===== config.mk =====
export PLATFORM = sky130hd
export DESIGN_NAME = ordered_list_store
export DESIGN_NICKNAME = d
export VERILOG_FILES = /design/src/hdl/olst_pkg.sv /design/src/hdl/olst_ctrl.sv /design/src/hdl/olst_dp.sv /design/src/hdl/ordered_list_store.sv
export SDC_FILE = /design/constraint.sdc
export NUM_CORES = 1
export LEC_CHECK = 0
export BUFFER_PORTS_ARGS = -buffer_cell sky130_fd_sc_hd__buf_2
export CAP_MARGIN = 20
export CELL_PAD_IN_SITES_DETAIL_PLACEMENT = 1
export CELL_PAD_IN_SITES_GLOBAL_PLACEMENT = 1
export CORE_MARGIN = 2
export CORE_UTILIZATION = 35
export CTS_BUF_LIST = sky130_fd_sc_hd__clkbuf_8
export CTS_CLUSTER_DIAMETER = 60
export DETAILED_ROUTE_END_ITERATION = 10
export PLACE_DENSITY = 0.63
export SLEW_MARGIN = 0
export SYNTH_ARGS = -nofsm -noshare
export SYNTH_HDL_FRONTEND = slang
export SYNTH_HIERARCHICAL = 1
export SYNTH_SLANG_ARGS = --single-unit

===== constraint.sdc =====
create_clock -name clk -period 4.8 [get_ports clk]
set_input_delay 0.24 -clock clk [delete_from_list [all_inputs] [get_ports clk]]
set_output_delay 0.24 -clock clk [all_outputs]
set_load 0.05 [all_outputs]

===== src/hdl/olst_pkg.sv =====
// Shared constants, codes and controller/datapath interface types for the ordered list store.
// No dependencies; every other file of the block imports this package.
`default_nettype none

package olst_pkg;

  localparam int CAPACITY = 16;
  localparam int IDX_W    = $clog2(CAPACITY);
  localparam int CNT_W    = $clog2(CAPACITY + 1);
  localparam int VALUE_W  = 32;
  localparam int OP_W     = 2;
  localparam int STAT_W   = 2;
  localparam int FIELD_W  = 5;

  localparam logic [OP_W-1:0] OP_INSERT = 2'd0;
  localparam logic [OP_W-1:0] OP_DELETE = 2'd1;
  localparam logic [OP_W-1:0] OP_LOOKUP = 2'd2;

  localparam logic [STAT_W-1:0] ST_OK        = 2'd0;
  localparam logic [STAT_W-1:0] ST_NOT_FOUND = 2'd1;
  localparam logic [STAT_W-1:0] ST_EMPTY     = 2'd2;
  localparam logic [STAT_W-1:0] ST_FULL      = 2'd3;

  typedef struct packed {
    logic              load;
    logic              do_insert;
    logic              rd_en;
    logic              shift_en;
    logic              dec_count;
    logic              set_res;
    logic [STAT_W-1:0] res_status;
    logic              res_pos;
    logic              load_out;
  } cmd_t;

  typedef struct packed {
    logic [OP_W-1:0] op;
    logic            count_zero;
    logic            count_full;
    logic            rvalid;
    logic            match;
    logic            last;
    logic            out_free;
  } sts_t;

endpackage

`default_nettype wire


===== src/hdl/olst_ctrl.sv =====
// Controller state machine of the ordered list store: dispatch, scan, shift and result hand-off.
// Depends on olst_pkg for the command and status types and the operation and status codes.
`default_nettype none

module olst_ctrl (
  input  wire logic          clk,
  input  wire logic          rst,
  input  wire logic          in_valid,
  output logic               in_ready,
  input  wire olst_pkg::sts_t sts,
  output olst_pkg::cmd_t     cmd
);
  import olst_pkg::*;

  localparam logic [2:0] S_IDLE     = 3'd0;
  localparam logic [2:0] S_DISPATCH = 3'd1;
  localparam logic [2:0] S_SCAN     = 3'd2;
  localparam logic [2:0] S_SHIFT    = 3'd3;
  localparam logic [2:0] S_DONE     = 3'd4;

  logic [2:0] state;
  logic [2:0] state_next;

  always_ff @(posedge clk) begin
    if (rst) begin
      state <= S_IDLE;
    end else begin
      state <= state_next;
    end
  end

  assign in_ready = (state == S_IDLE);

  always_comb begin
    state_next     = state;
    cmd            = '0;
    cmd.res_status = ST_OK;
    unique case (state)
      S_IDLE: begin
        if (in_valid) begin
          cmd.load   = 1'b1;
          state_next = S_DISPATCH;
        end
      end
      S_DISPATCH: begin
        unique case (sts.op)
          OP_INSERT: begin
            cmd.set_res = 1'b1;
            if (sts.count_full) begin
              cmd.res_status = ST_FULL;
            end else begin
              cmd.do_insert = 1'b1;
            end
            state_next = S_DONE;
          end
          OP_DELETE, OP_LOOKUP: begin
            if (sts.count_zero) begin
              cmd.set_res    = 1'b1;
              cmd.res_status = ST_EMPTY;
              state_next     = S_DONE;
            end else begin
              cmd.rd_en  = 1'b1;
              state_next = S_SCAN;
            end
          end
          default: begin
            cmd.set_res = 1'b1;
            state_next  = S_DONE;
          end
        endcase
      end
      S_SCAN: begin
        cmd.rd_en = 1'b1;
        if (sts.rvalid) begin
          if (sts.match) begin
            if (sts.op == OP_LOOKUP) begin
              cmd.set_res = 1'b1;
              cmd.res_pos = 1'b1;
              state_next  = S_DONE;
            end else begin
              state_next = S_SHIFT;
            end
          end else if (sts.last) begin
            cmd.set_res    = 1'b1;
            cmd.res_status = ST_NOT_FOUND;
            state_next     = S_DONE;
          end
        end
      end
      S_SHIFT: begin
        cmd.rd_en    = 1'b1;
        cmd.shift_en = 1'b1;
        if (!sts.rvalid) begin
          cmd.dec_count = 1'b1;
          cmd.set_res   = 1'b1;
          state_next    = S_DONE;
        end
      end
      S_DONE: begin
        if (sts.out_free) begin
          cmd.load_out = 1'b1;
          state_next   = S_IDLE;
        end
      end
      default: begin
        state_next = S_IDLE;
      end
    endcase
  end

endmodule

`default_nettype wire


===== src/hdl/olst_dp.sv =====
// Datapath of the ordered list store: entry memory, count, read stream, result and output registers.
// Depends on olst_pkg; driven by commands from olst_ctrl.
`default_nettype none

module olst_dp (
  input  wire logic                                 clk,
  input  wire logic                                 rst,
  input  wire olst_pkg::cmd_t                       cmd,
  output olst_pkg::sts_t                            sts,
  input  wire logic [olst_pkg::OP_W-1:0]            in_op,
  input  wire logic signed [olst_pkg::VALUE_W-1:0]  in_value,
  input  wire logic                                 out_ready,
  output logic                                      out_valid,
  output logic [olst_pkg::STAT_W-1:0]               out_status,
  output logic [olst_pkg::FIELD_W-1:0]              out_pos,
  output logic [olst_pkg::FIELD_W-1:0]              out_len,
  output logic                                      out_empty
);
  import olst_pkg::*;

  logic [VALUE_W-1:0] mem [CAPACITY];

  logic [CNT_W-1:0]   count;
  logic [OP_W-1:0]    op_r;
  logic [VALUE_W-1:0] value_r;
  logic [CNT_W-1:0]   rptr;
  logic [IDX_W-1:0]   cidx;
  logic               rvalid;
  logic [VALUE_W-1:0] rdata;
  logic [STAT_W-1:0]  res_status;
  logic [CNT_W-1:0]   res_pos;

  logic               rd_go;
  logic               wen;
  logic [IDX_W-1:0]   waddr;
  logic [VALUE_W-1:0] wdata;

  assign rd_go = cmd.rd_en && (rptr < count);
  assign wen   = cmd.do_insert || (cmd.shift_en && rvalid);
  assign waddr = cmd.do_insert ? count[IDX_W-1:0] : (cidx - IDX_W'(1));
  assign wdata = cmd.do_insert ? value_r : rdata;

  always_ff @(posedge clk) begin
    if (wen) begin
      mem[waddr] <= wdata;
    end
    if (rd_go) begin
      rdata <= mem[rptr[IDX_W-1:0]];
    end
  end

  always_ff @(posedge clk) begin
    if (rst) begin
      count     <= '0;
      rvalid    <= 1'b0;
      rptr      <= '0;
      out_valid <= 1'b0;
    end else begin
      if (cmd.do_insert) begin
        count <= count + CNT_W'(1);
      end else if (cmd.dec_count) begin
        count <= count - CNT_W'(1);
      end
      if (cmd.load) begin
        rptr   <= '0;
        rvalid <= 1'b0;
      end else begin
        rvalid <= rd_go;
        if (rd_go) begin
          rptr <= rptr + CNT_W'(1);
        end
      end
      if (cmd.load_out) begin
        out_valid <= 1'b1;
      end else if (out_ready) begin
        out_valid <= 1'b0;
      end
    end
  end

  always_ff @(posedge clk) begin
    if (cmd.load) begin
      op_r    <= in_op;
      value_r <= in_value;
    end
    if (rd_go) begin
      cidx <= rptr[IDX_W-1:0];
    end
    if (cmd.set_res) begin
      res_status <= cmd.res_status;
      res_pos    <= cmd.res_pos ? (CNT_W'(cidx) + CNT_W'(1)) : '0;
    end
    if (cmd.load_out) begin
      out_status <= res_status;
      out_pos    <= FIELD_W'(res_pos);
      out_len    <= FIELD_W'(count);
      out_empty  <= (count == '0);
    end
  end

  assign sts.op         = op_r;
  assign sts.count_zero = (count == '0);
  assign sts.count_full = (count >= CNT_W'(CAPACITY));
  assign sts.rvalid     = rvalid;
  assign sts.match      = rvalid && (rdata == value_r);
  assign sts.last       = (CNT_W'(cidx) == (count - CNT_W'(1)));
  assign sts.out_free   = !out_valid || out_ready;

  a_count_bound: assert property (@(posedge clk) disable iff (rst)
    count <= CNT_W'(CAPACITY))
    else $error("entry count exceeds capacity");

  a_insert_grows: assert property (@(posedge clk) disable iff (rst)
    cmd.do_insert |=> (count == $past(count) + CNT_W'(1)))
    else $error("insert did not grow the count by one");

  a_no_dec_empty: assert property (@(posedge clk) disable iff (rst)
    cmd.dec_count |-> (count != '0))
    else $error("delete completed on an empty list");

  a_no_overwrite: assert property (@(posedge clk) disable iff (rst)
    cmd.load_out |-> (!out_valid || out_ready))
    else $error("result register overwritten before it was taken");

endmodule

`default_nettype wire


===== src/hdl/ordered_list_store.sv =====
// Flow: insert, full, empty and undefined operations go from dispatch to the result hand-off;
// lookup and delete first walk the entries one per cycle, and a delete then shifts the rest down.
// Throughput: one item at a time, taken only while the controller is idle; the next item
// is accepted the cycle after a result is registered, even while that result is still waiting.
// Reset (rst, synchronous, active high) empties the list at once; entry contents are not cleared.
// Top level of the ordered list store; depends on olst_pkg, olst_ctrl and olst_dp.
`default_nettype none

module ordered_list_store (
  input  wire logic        clk,
  input  wire logic        rst,
  input  wire logic        s_axis_tvalid,
  output logic             s_axis_tready,
  input  wire logic [31:0] s_axis_tdata,   // [31:0] value
  input  wire logic [1:0]  s_axis_tuser,   // [1:0] operation
  output logic             m_axis_tvalid,
  input  wire logic        m_axis_tready,
  output logic [15:0]      m_axis_tdata    // [1:0] status, [6:2] position, [11:7] length,
                                           // [12] is_empty, [15:13] zero
);
  import olst_pkg::*;

  cmd_t               cmd;
  sts_t               sts;
  logic [STAT_W-1:0]  out_status;
  logic [FIELD_W-1:0] out_pos;
  logic [FIELD_W-1:0] out_len;
  logic               out_empty;

  olst_ctrl u_ctrl (
    .clk      (clk),
    .rst      (rst),
    .in_valid (s_axis_tvalid),
    .in_ready (s_axis_tready),
    .sts      (sts),
    .cmd      (cmd)
  );

  olst_dp u_dp (
    .clk        (clk),
    .rst        (rst),
    .cmd        (cmd),
    .sts        (sts),
    .in_op      (s_axis_tuser),
    .in_value   (s_axis_tdata),
    .out_ready  (m_axis_tready),
    .out_valid  (m_axis_tvalid),
    .out_status (out_status),
    .out_pos    (out_pos),
    .out_len    (out_len),
    .out_empty  (out_empty)
  );

  assign m_axis_tdata = {3'b000, out_empty, out_len, out_pos, out_status};

endmodule

`default_nettype wire


==> results of run 1 <==
through the flow:
step           instance area [sq um]  worst slack (ns)  instances  hold WS, ns  power (uW)
2_1_floorplan                  24370             1.389       1184       0.3091        6256
3_3_place_gp                   25790             1.170       2132       0.4038        6388
3_5_place_dp                   25820             1.040       2133       0.4090        6397
4_1_cts                        28070             1.060       2350       0.1622       10750
5_1_grt                        28070            0.7795       2351       0.1904       10990
6_report                       28070             1.048       2351       0.2245       10620
timing repair:
item,CTS,global route
hold buffers,37,0
hold endpoints to repair,42,0
endpoints found under the setup margin,0,0
kinds of logic (layout without fill, tap and decap cells):
kind of cell / after synthesis / count (layout) / share of synthesized area
buf+inv: 79 / 315 / 0.01823
xor+xnor: 47 / 47 / 0.01689
fa+ha+maj: 13 / 13 / 0.006676
simple gates: 131 / 131 / 0.02994
flops: 617 / 617 / 0.7542
mux: 199 / 199 / 0.1492
other cells: 1 / 3 / 0.0001539
compound gates: 95 / 95 / 0.02465
cell usage in the layout (no fill, tap or decap), types with 22 or more instances in the layout:
| cell type | instances |
|---|---|
| a211oi_1 | 33 |
| a21oi_1 | 38 |
| buf_2 | 53 |
| buf_4 | 27 |
| clkbuf_8 | 102 |
| clkinv_1 | 22 |
| dlygate4sd3_1 | 37 |
| edfxtp_1 | 602 |
| inv_1 | 46 |
| mux2_2 | 34 |
| mux2i_1 | 37 |
| mux4_2 | 128 |
| nor2b_1 | 35 |
| xnor2_1 | 39 |
registers in the layout (all words and copies together), names as in the netlist, 3 cells and up:
register      flops
u_dp/out_len      5
u_dp/res_pos      5
u_dp/count        5
u_dp/mem        512
u_ctrl/state      3
u_dp/rdata       32
u_dp/value_r     32
u_dp/out_pos      5
u_dp/cidx         4
u_dp/rptr         5
worst max-delay path, cell delays in order (launching register included):
cell and delay (ns):
edfxtp_1 0.40, inv_1 0.11, ha_1 0.18, nor4b_2 0.52, clkinv_1 0.42, o21ai_0 0.36, nand2_1 0.31, nor2_4 0.84
buf_4 0.32
report_power, final:
group	total [uW]	switching, uW	internal (uW)
Sequential	5990	42.6	5950
Clock	4320	2110	2210
Combinational	311	211	101
Total	10600	2360	8260
final timing paths:
kind                                       start               end  slack (ns)  cells after the start
worst max-delay path                u_dp/op_r[0]   u_dp/mem[14][5]        1.05                      8
worst min-delay path            s_axis_tdata[19]  u_dp/value_r[19]        0.22                      2
worst max register to register      u_dp/op_r[0]   u_dp/mem[14][5]        1.05                      8
worst min register to register   u_dp/res_pos[3]   u_dp/out_pos[3]        0.42                      0
final cells by class:
type,instances,area [sq um],share of cell area
clock buffer,102,1404,0.05000
clock inverter,78,474.2,0.01689
inverter,15,56.30,0.002006
multi-input combinational,488,5679,0.2023
sequential,617,18390,0.6550
tap,931,1165,0.04149
timing repair buffer,120,905.9,0.03227
metal layers:
metal,share of wire,vias to the layer above,GRT usage
met4,0.023,2,0.05088
met2,0.48,324,0.2670
met1,0.44,6325,0.2211
met3,0.058,94,0.04179
met5,0.00017,-,0
li1,-,5148,-
==> results_dict.tcl, run 1 <==
set metrics [dict create \
    fin_setup_tns_ns 0 \
    n_antenna_cell 0 \
    yosysSeqAreaShare 0.7542 \
    fin_nets 1392 \
    synth-seq-cells 617 \
    synth_top_area_share 0.7419 \
    drc 0 \
    peakVddDrop_mv 0.2555 \
    io_pins 56 \
    max_freq_ghz 0.2665 \
    end_kind "register" \
    slew_viol_final 0 \
    synthFlopType "edfxtp_1" \
    synth_area_per_cell_sq_um 20.61 \
    antenna_found_initial 1 \
    clkSlewWorstSetupHoldPaths_ns 0.06 \
    cts_setup_buffers 0 \
    grt_start_max_net_pins 69 \
    grt_overflow 0 \
    tightest_slew_ns 1.112 \
    status "complete, no violations" \
    grt_pass1_vias 12980 \
    drt-pass1-iter-count 5 \
    wl_per_cell_um 24.58 \
    vias 11890 \
    ctsRootBufferMaster "clkbuf_8" \
    p_leak_uw 0.008681 \
    area_growth_pct 15.22 \
    grt_pass1_wl_mm 86.16 \
    slew_headroom 0.2579 \
    synthCells 1182 \
    yosysMostFrequentCell "edfxtp_1" \
    clock_skew_ns 0.05364 \
    finalHoldViolCount 0 \
    critPathArrivalTime_ns 4.17 \
    synthTopCellsByCount "edfxtp_1 (602), mux4_2 (128), xnor2_1 (39)" \
    synth_edf_count 602 \
    wl_mm 57.79 \
    ant_nets 0 \
    drive_above_1_share 0.2796 \
    maxCapViolCount 0 \
    required_ns 5.21 \
    hp-class "in2reg" \
    dp_hpwl_mm 34.53 \
    syn_area_sq_um 24370 \
    clkSinkCount 617 \
    synthDistinctLibCells 52 \
    clkLatencyLatePin_ns 0.73 \
    critPathMaxFanout 20 \
    num-fill-cells 6661 \
    async_flop_share 0 \
    core_sq_um 68710 \
    ctsResizeCount 0 \
    place_congestion 0.7433 \
    port-buffer-count 52 \
    cts_tree "built" \
    ys_top_cells_by_area "edfxtp_1 (74%), mux4_2 (12%), mux2_2 (1.6%), mux2i_1 (1.5%), xnor2_1 (1.4%)" \
    fin_util 0.4086 \
    setup_viol 0 \
    power_density_nw_per_um2 378.4 \
    die_x_um 267.9 \
    die_y_um 267.9 \
    period_share 0.7818 \
    period_needed_ns 3.752 \
    rsz0062_at_grt "false" \
    drt_iter0_markers 869 \
    avgViaCountPerCell 5.059 \
    cts_htree_levels 3 \
    die_area_sq_um 71740 \
    yosysTopAreaCell "edfxtp_1" \
    ys_warn_count 6 \
    initial_core_util 0.3546 \
    rows 96 \
    clock_path_buffers 3 \
    path_class "reg2reg" \
    grt_use_total 0.1655 \
    numCtsBuffers 99 \
    worst_setup_path_start_kind "register" \
]
Note: power is estimated with default switching activity, not from simulation.
==> run 2: changes to the inputs <==
- PLACE_DENSITY: 0.63 -> 0.65
- clock period: 4.8 -> 3.2 ns (I/O delays scaled with it)
==> run 2 against run 1 <==
Against the previous run: final cell count is 1.7% higher; register-to-register slack worse by 0.85 ns; sequential power up 50%; maximum frequency increased by 25%; critical path type unchanged.
==> results_dict.tcl, run 2 (synthesis results as in run 1) <==
set metrics [dict create \
    status "complete, no violations" \
    core_sq_um 68710 \
    top_register "u_dp/mem" \
    max_freq_ghz 0.3333 \
    num-fill-cells 6614 \
    stdcell_area_sq_um 28540 \
    io_pins 56 \
    clkSlewWorstSetupHoldPaths_ns 0.06 \
    port-buffer-count 52 \
    tightest_slew_ns 0.8070 \
    largest_registers "u_dp/mem (512), u_dp/rdata (32), u_dp/value_r (32)" \
    area_growth_pct 17.13 \
    grt_use_total 0.1677 \
    vias 12160 \
    clkLatencyLatePin_ns 0.71 \
    dp_hpwl_mm 34.50 \
    period_needed_ns 3.000 \
    grt_overflow 0 \
    final_common_cell "edfxtp_1" \
    setup_viol 0 \
    path_class "reg2reg" \
    numCtsBuffers 102 \
    avgViaCountPerCell 5.086 \
    wl_per_cell_um 24.39 \
    largest_reg_flops 512 \
    clkSinkCount 617 \
    clock_path_buffers 3 \
    p_leak_uw 0.008883 \
    pre_cts_ws_ns 0.06027 \
    wl_mm 58.29 \
    place_congestion 0.7604 \
    fin_util 0.4154 \
    rsz0062_at_grt "false" \
    drive_above_1_share 0.2997 \
    dpl_cell_area_sq_um 26260 \
    r2r_start "u_dp/rdata[3]" \
    final_cell_mix "edfxtp_1 (602), mux4_2 (128), clkbuf_8 (104), buf_2 (52), buf_4 (44)" \
    grt_pass1_wl_mm 87.58 \
    antenna_found_initial 1 \
    grt_start_max_net_pins 57 \
    critPathArrivalTime_ns 3.39 \
    fin_nets 1427 \
    hp-start "s_axis_tdata[14]" \
    drt-pass1-iter-count 5 \
    end_kind "register" \
    cts_tree "built" \
    drc 0 \
    die_area_sq_um 71740 \
    worst_hold_slack_ns 0.1717 \
    die_y_um 267.9 \
    rows 96 \
    grt_pass1_vias 13340 \
    die_x_um 267.9 \
    clock_skew_ns 0.02931 \
    setup_ws_ns 0.2000 \
    critPathMaxFanout 7 \
    cts_htree_levels 3 \
    peakVddDrop_mv 0.2675 \
    maxCapViolCount 0 \
    drt_iter0_markers 906 \
    fin_setup_tns_ns 0 \
    hp-class "in2reg" \
    slew_viol_final 0 \
    cp-startpoint "u_dp/rdata[3]" \
    finalHoldViolCount 0 \
    power_density_nw_per_um2 559.2 \
    initial_core_util 0.3546 \
    period_share 0.9375 \
    worst_setup_path_start_kind "register" \
    ctsRootBufferMaster "clkbuf_8" \
    required_ns 3.59 \
    slew_headroom 0.4620 \
    ant_nets 0 \
]
-- run 2: cell types whose count changed in the layout (fill, tap and decap cells not counted), moves of 2 or more --
cell,previous run,this run
inv_1,46,38
inv_8,3,0
clkinv_1,22,29
clkinv_2,13,19
buf_4,27,44
buf_12,2,19
clkbuf_8,102,104
inv_6,0,4
-- run 2: path summary, 6_finish.rpt --
check | slack, ns | depth (start not counted) | end
setup / recovery | 0.20 | 9 | u_dp/res_pos[4]
hold / removal | 0.17 | 2 | u_dp/value_r[14]
setup reg to reg | 0.20 | 9 | u_dp/res_pos[4]
hold reg to reg | 0.42 | 0 | u_dp/out_status[1]
-- run 2: area by class of cell --
type	count	area, sq um	area share
clock buffer	104	1431	0.05015
timing repair buffer	152	1341	0.04700
clock inverter	82	467.9	0.01640
antenna	1	2.502	0.00008768
sequential	617	18390	0.6444
tap	931	1165	0.04082
inverter	15	56.30	0.001973
multi-input combinational	488	5685	0.1992
-- run 2: metrics by stage --
step / power (uW) / std cells
finish: 15960 / 2390
global route: 16520 / 2390
CTS: 16160 / 2389
detailed placement: 9593 / 2166
global placement: 9575 / 2166
floorplan: 9386 / 1184
-- run 2: what timing repair did --
| action | in CTS | in global routing |
|---|---|---|
| hold buffers | 37 | 0 |
| endpoints found under the setup margin | 0 | 12 |
| endpoints found under the hold margin | 49 | 0 |
| setup buffers | 0 | 0 |
| resized for setup | 0 | 1 |
-- run 2: power by group --
part | switching (uW) | internal, uW
Sequential | 55.8 | 8920
Combinational | 309 | 163
Clock | 3200 | 3300
-- run 2: per-layer routing --
metal  vias up  GRT usage  part of all wire
li1       5232          -                 -
met1      6514     0.2209              0.43
met2       301     0.2839              0.51
met3       108    0.02978             0.040
met4         0    0.05164             0.024
met5         -          0                 0
-- run 2: critical path: stages, from the launching register on --
cell	delay [ns]
edfxtp_1	0.41
xnor2_1	0.34
nand4_1	0.23
nor4_2	0.40
nand4_1	0.27
nor4_1	0.34
buf_4	0.20
mux2i_1	0.08
o32ai_1	0.19
buf_4	0.23
==> run 3: changes to the inputs <==
- CORE_ASPECT_RATIO: not set -> 0.5
- PLACE_DENSITY: 0.65 -> not set
- PLACE_DENSITY_LB_ADDON: not set -> 0.1
==> run 3 against run 2 <==
Against the previous run: routed wire length rose by 9.6%; die area rose by 0.18%; global-route usage rose by 1.6 points; clock skew fell by 0.0054 ns; power fell by 2.4%; maximum frequency rose by 0.44%; final cell count fell by 2.2%; critical path depth rose by 1; worst setup slack improved by 0.013 ns; core utilization fell by 0.42 points; cell area fell by 0.71%.
==> results_dict.tcl, run 3 (synthesis results as in run 1) <==
set metrics [dict create \
    status "complete, no violations" \
    drive_above_1_share 0.2936 \
    cts_tree "built" \
    grtUsageMet3 0.03427 \
    r2r-end "u_ctrl/state[2]" \
    rsz0062_at_grt "false" \
    dpl_cell_area_sq_um 26260 \
    cp_slowest_stage_delay_ns 0.43 \
    critPathBufInv 2 \
    critPathTopFamily "simple AND/OR/NAND/NOR gates" \
    instances_no_fill 2337 \
    area_growth_pct 16.30 \
    cp_num_cells 10 \
    drt-pass1-iter-count 5 \
    clkLatencyLatePin_ns 0.70 \
    multi_input_area_sq_um 5708 \
    stdcell_area_sq_um 28340 \
    dp_hpwl_mm 38.72 \
    end_kind "register" \
    clkSlewWorstSetupHoldPaths_ns 0.06 \
    core_sq_um 68920 \
    required_ns 3.78 \
    slew_viol_final 0 \
    num-fill-cells 6517 \
    fin_util 0.4112 \
    die_area_sq_um 71870 \
    period_needed_ns 2.987 \
    largest_registers "u_dp/mem (512), u_dp/rdata (32), u_dp/value_r (32)" \
    ant_nets 0 \
    hp-class "in2reg" \
    die_x_um 377.1 \
    clock_path_buffers 3 \
    r2r_start "u_dp/rdata[4]" \
    grt_use_total 0.1839 \
    finalHoldViolCount 0 \
    ctsRootBufferMaster "clkbuf_8" \
    largest_reg_flops 512 \
    power_density_nw_per_um2 549.9 \
    grtUsageMet1 0.2675 \
    pre_cts_ws_ns -0.06646 \
    die_y_um 190.6 \
    top_register "u_dp/mem" \
    maxCapViolCount 0 \
    p_leak_uw 0.008770 \
    grt_pass1_wl_mm 94.12 \
    rows 68 \
    hp-start "s_axis_tdata[21]" \
    path_class "reg2reg" \
    cp_slowest_cell "xnor2_1" \
    drt_iter0_markers 1164 \
    peakVddDrop_mv 0.2395 \
    fin_nets 1416 \
    avgViaCountPerCell 5.154 \
    path_cells "xnor2_1 -> nand4_1 -> nor4_2 -> nand4_1 -> nor4_1 -> buf_4 -> mux2i_1 -> o32ai_1 -> buf_4 -> o21ba_2" \
    grt_start_max_net_pins 69 \
    clock_skew_ns 0.02396 \
    tightest_slew_ns 0.8613 \
    max_freq_ghz 0.3348 \
    n_antenna_cell 0 \
    io_pins 56 \
    clkSinkCount 617 \
    grt.met2_usage 0.2850 \
    grt_pass1_vias 13310 \
    gr-max-usage-layer "met2" \
    initial_core_util 0.3536 \
    seq_area_sq_um 18390 \
    port-buffer-count 52 \
    period_share 0.9334 \
    worst_setup_path_start_kind "register" \
    dp_cells 2142 \
    cp-endpoint "u_ctrl/state[2]" \
    final_common_cell "edfxtp_1" \
    cp-startpoint "u_dp/rdata[4]" \
    place_congestion 0.7704 \
    wl_mm 63.88 \
    wl_per_cell_um 27.34 \
    critPathArrivalTime_ns 3.56 \
    setup_viol 0 \
    numCtsBuffers 93 \
    reg2regPathDepth 10 \
    final_cell_mix "edfxtp_1 (602), mux4_2 (128), clkbuf_8 (95), buf_2 (52)" \
    critPathMaxFanout 8 \
    vias 12050 \
    drc 0 \
    grt_overflow 0 \
    antenna_found_initial 2 \
    setup_ws_ns 0.2131 \
    rrSetupSlack_ns 0.21 \
    cts_htree_levels 3 \
    slew_headroom 0.4217 \
]
## run 3: cell count changes in the layout (fill, tap and decap cells not counted), moves of 2 or more
cell	change
xnor2_2	+3
buf_12	+4
xnor2_1	-3
clkbuf_8	-9
clkinv_2	-8
inv_12	-2
buf_4	-6
clkinv_1	-9
## run 3: area by class of cell
cell class,instances,share of cell area
clock buffers,95,0.04614
clock inverters,62,0.01267
inverters,15,0.002031
multi-input cells,488,0.2014
flip-flops and latches,617,0.6490
well taps,910,0.04018
repair buffers,150,0.04857
## run 3: routing by layer
layer  routed length (um)  up-vias  part of all wire
met5                    0        -                 0
met4                 1205        0             0.019
met3                 2771       82             0.043
met2                29290      276              0.46
met1                30610     6496              0.48
li1                     -     5192                 -
## run 3: where the power goes
part / switching (uW) / internal (uW) / leakage, uW
combinational: 336 / 170 / 0.00226
sequential: 53.5 / 8920 / 0.00556
clock: 3100 / 3000 / 0.000950
total: 3490 / 12100 / 0.00877
## run 3: per-stage QoR
step	hold WS [ns]	power, uW	TNS, ns
2_1_floorplan	0.2291	9386	-106.09
3_3_place_gp	0.3370	9616	-0.001761
3_5_place_dp	0.3388	9624	-0.3816
4_1_cts	0.09235	15800	0
5_1_grt	0.1332	16170	0
6_report	0.1718	15580	0
## run 3: repair_timing
item / 4_1_cts / 5_1_grt
pin swaps: 0 / 1
endpoints found under the hold margin: 49 / 0
resized for setup: 2 / 4
hold buffers: 37 / 0
setup buffers: 0 / 1
setup endpoints to repair: 64 / 120
## run 3: worst min-delay path by stage
stage / to / slack (ns) / depth (start not counted)
detailed placement: u_dp/value_r[10] / 0.34 / 1
global route: u_dp/value_r[21] / 0.13 / 2
floorplan: u_dp/out_valid / 0.23 / 1
CTS: u_dp/value_r[21] / 0.09 / 2
finish: u_dp/value_r[21] / 0.17 / 2
global placement: u_dp/value_r[0] / 0.34 / 1
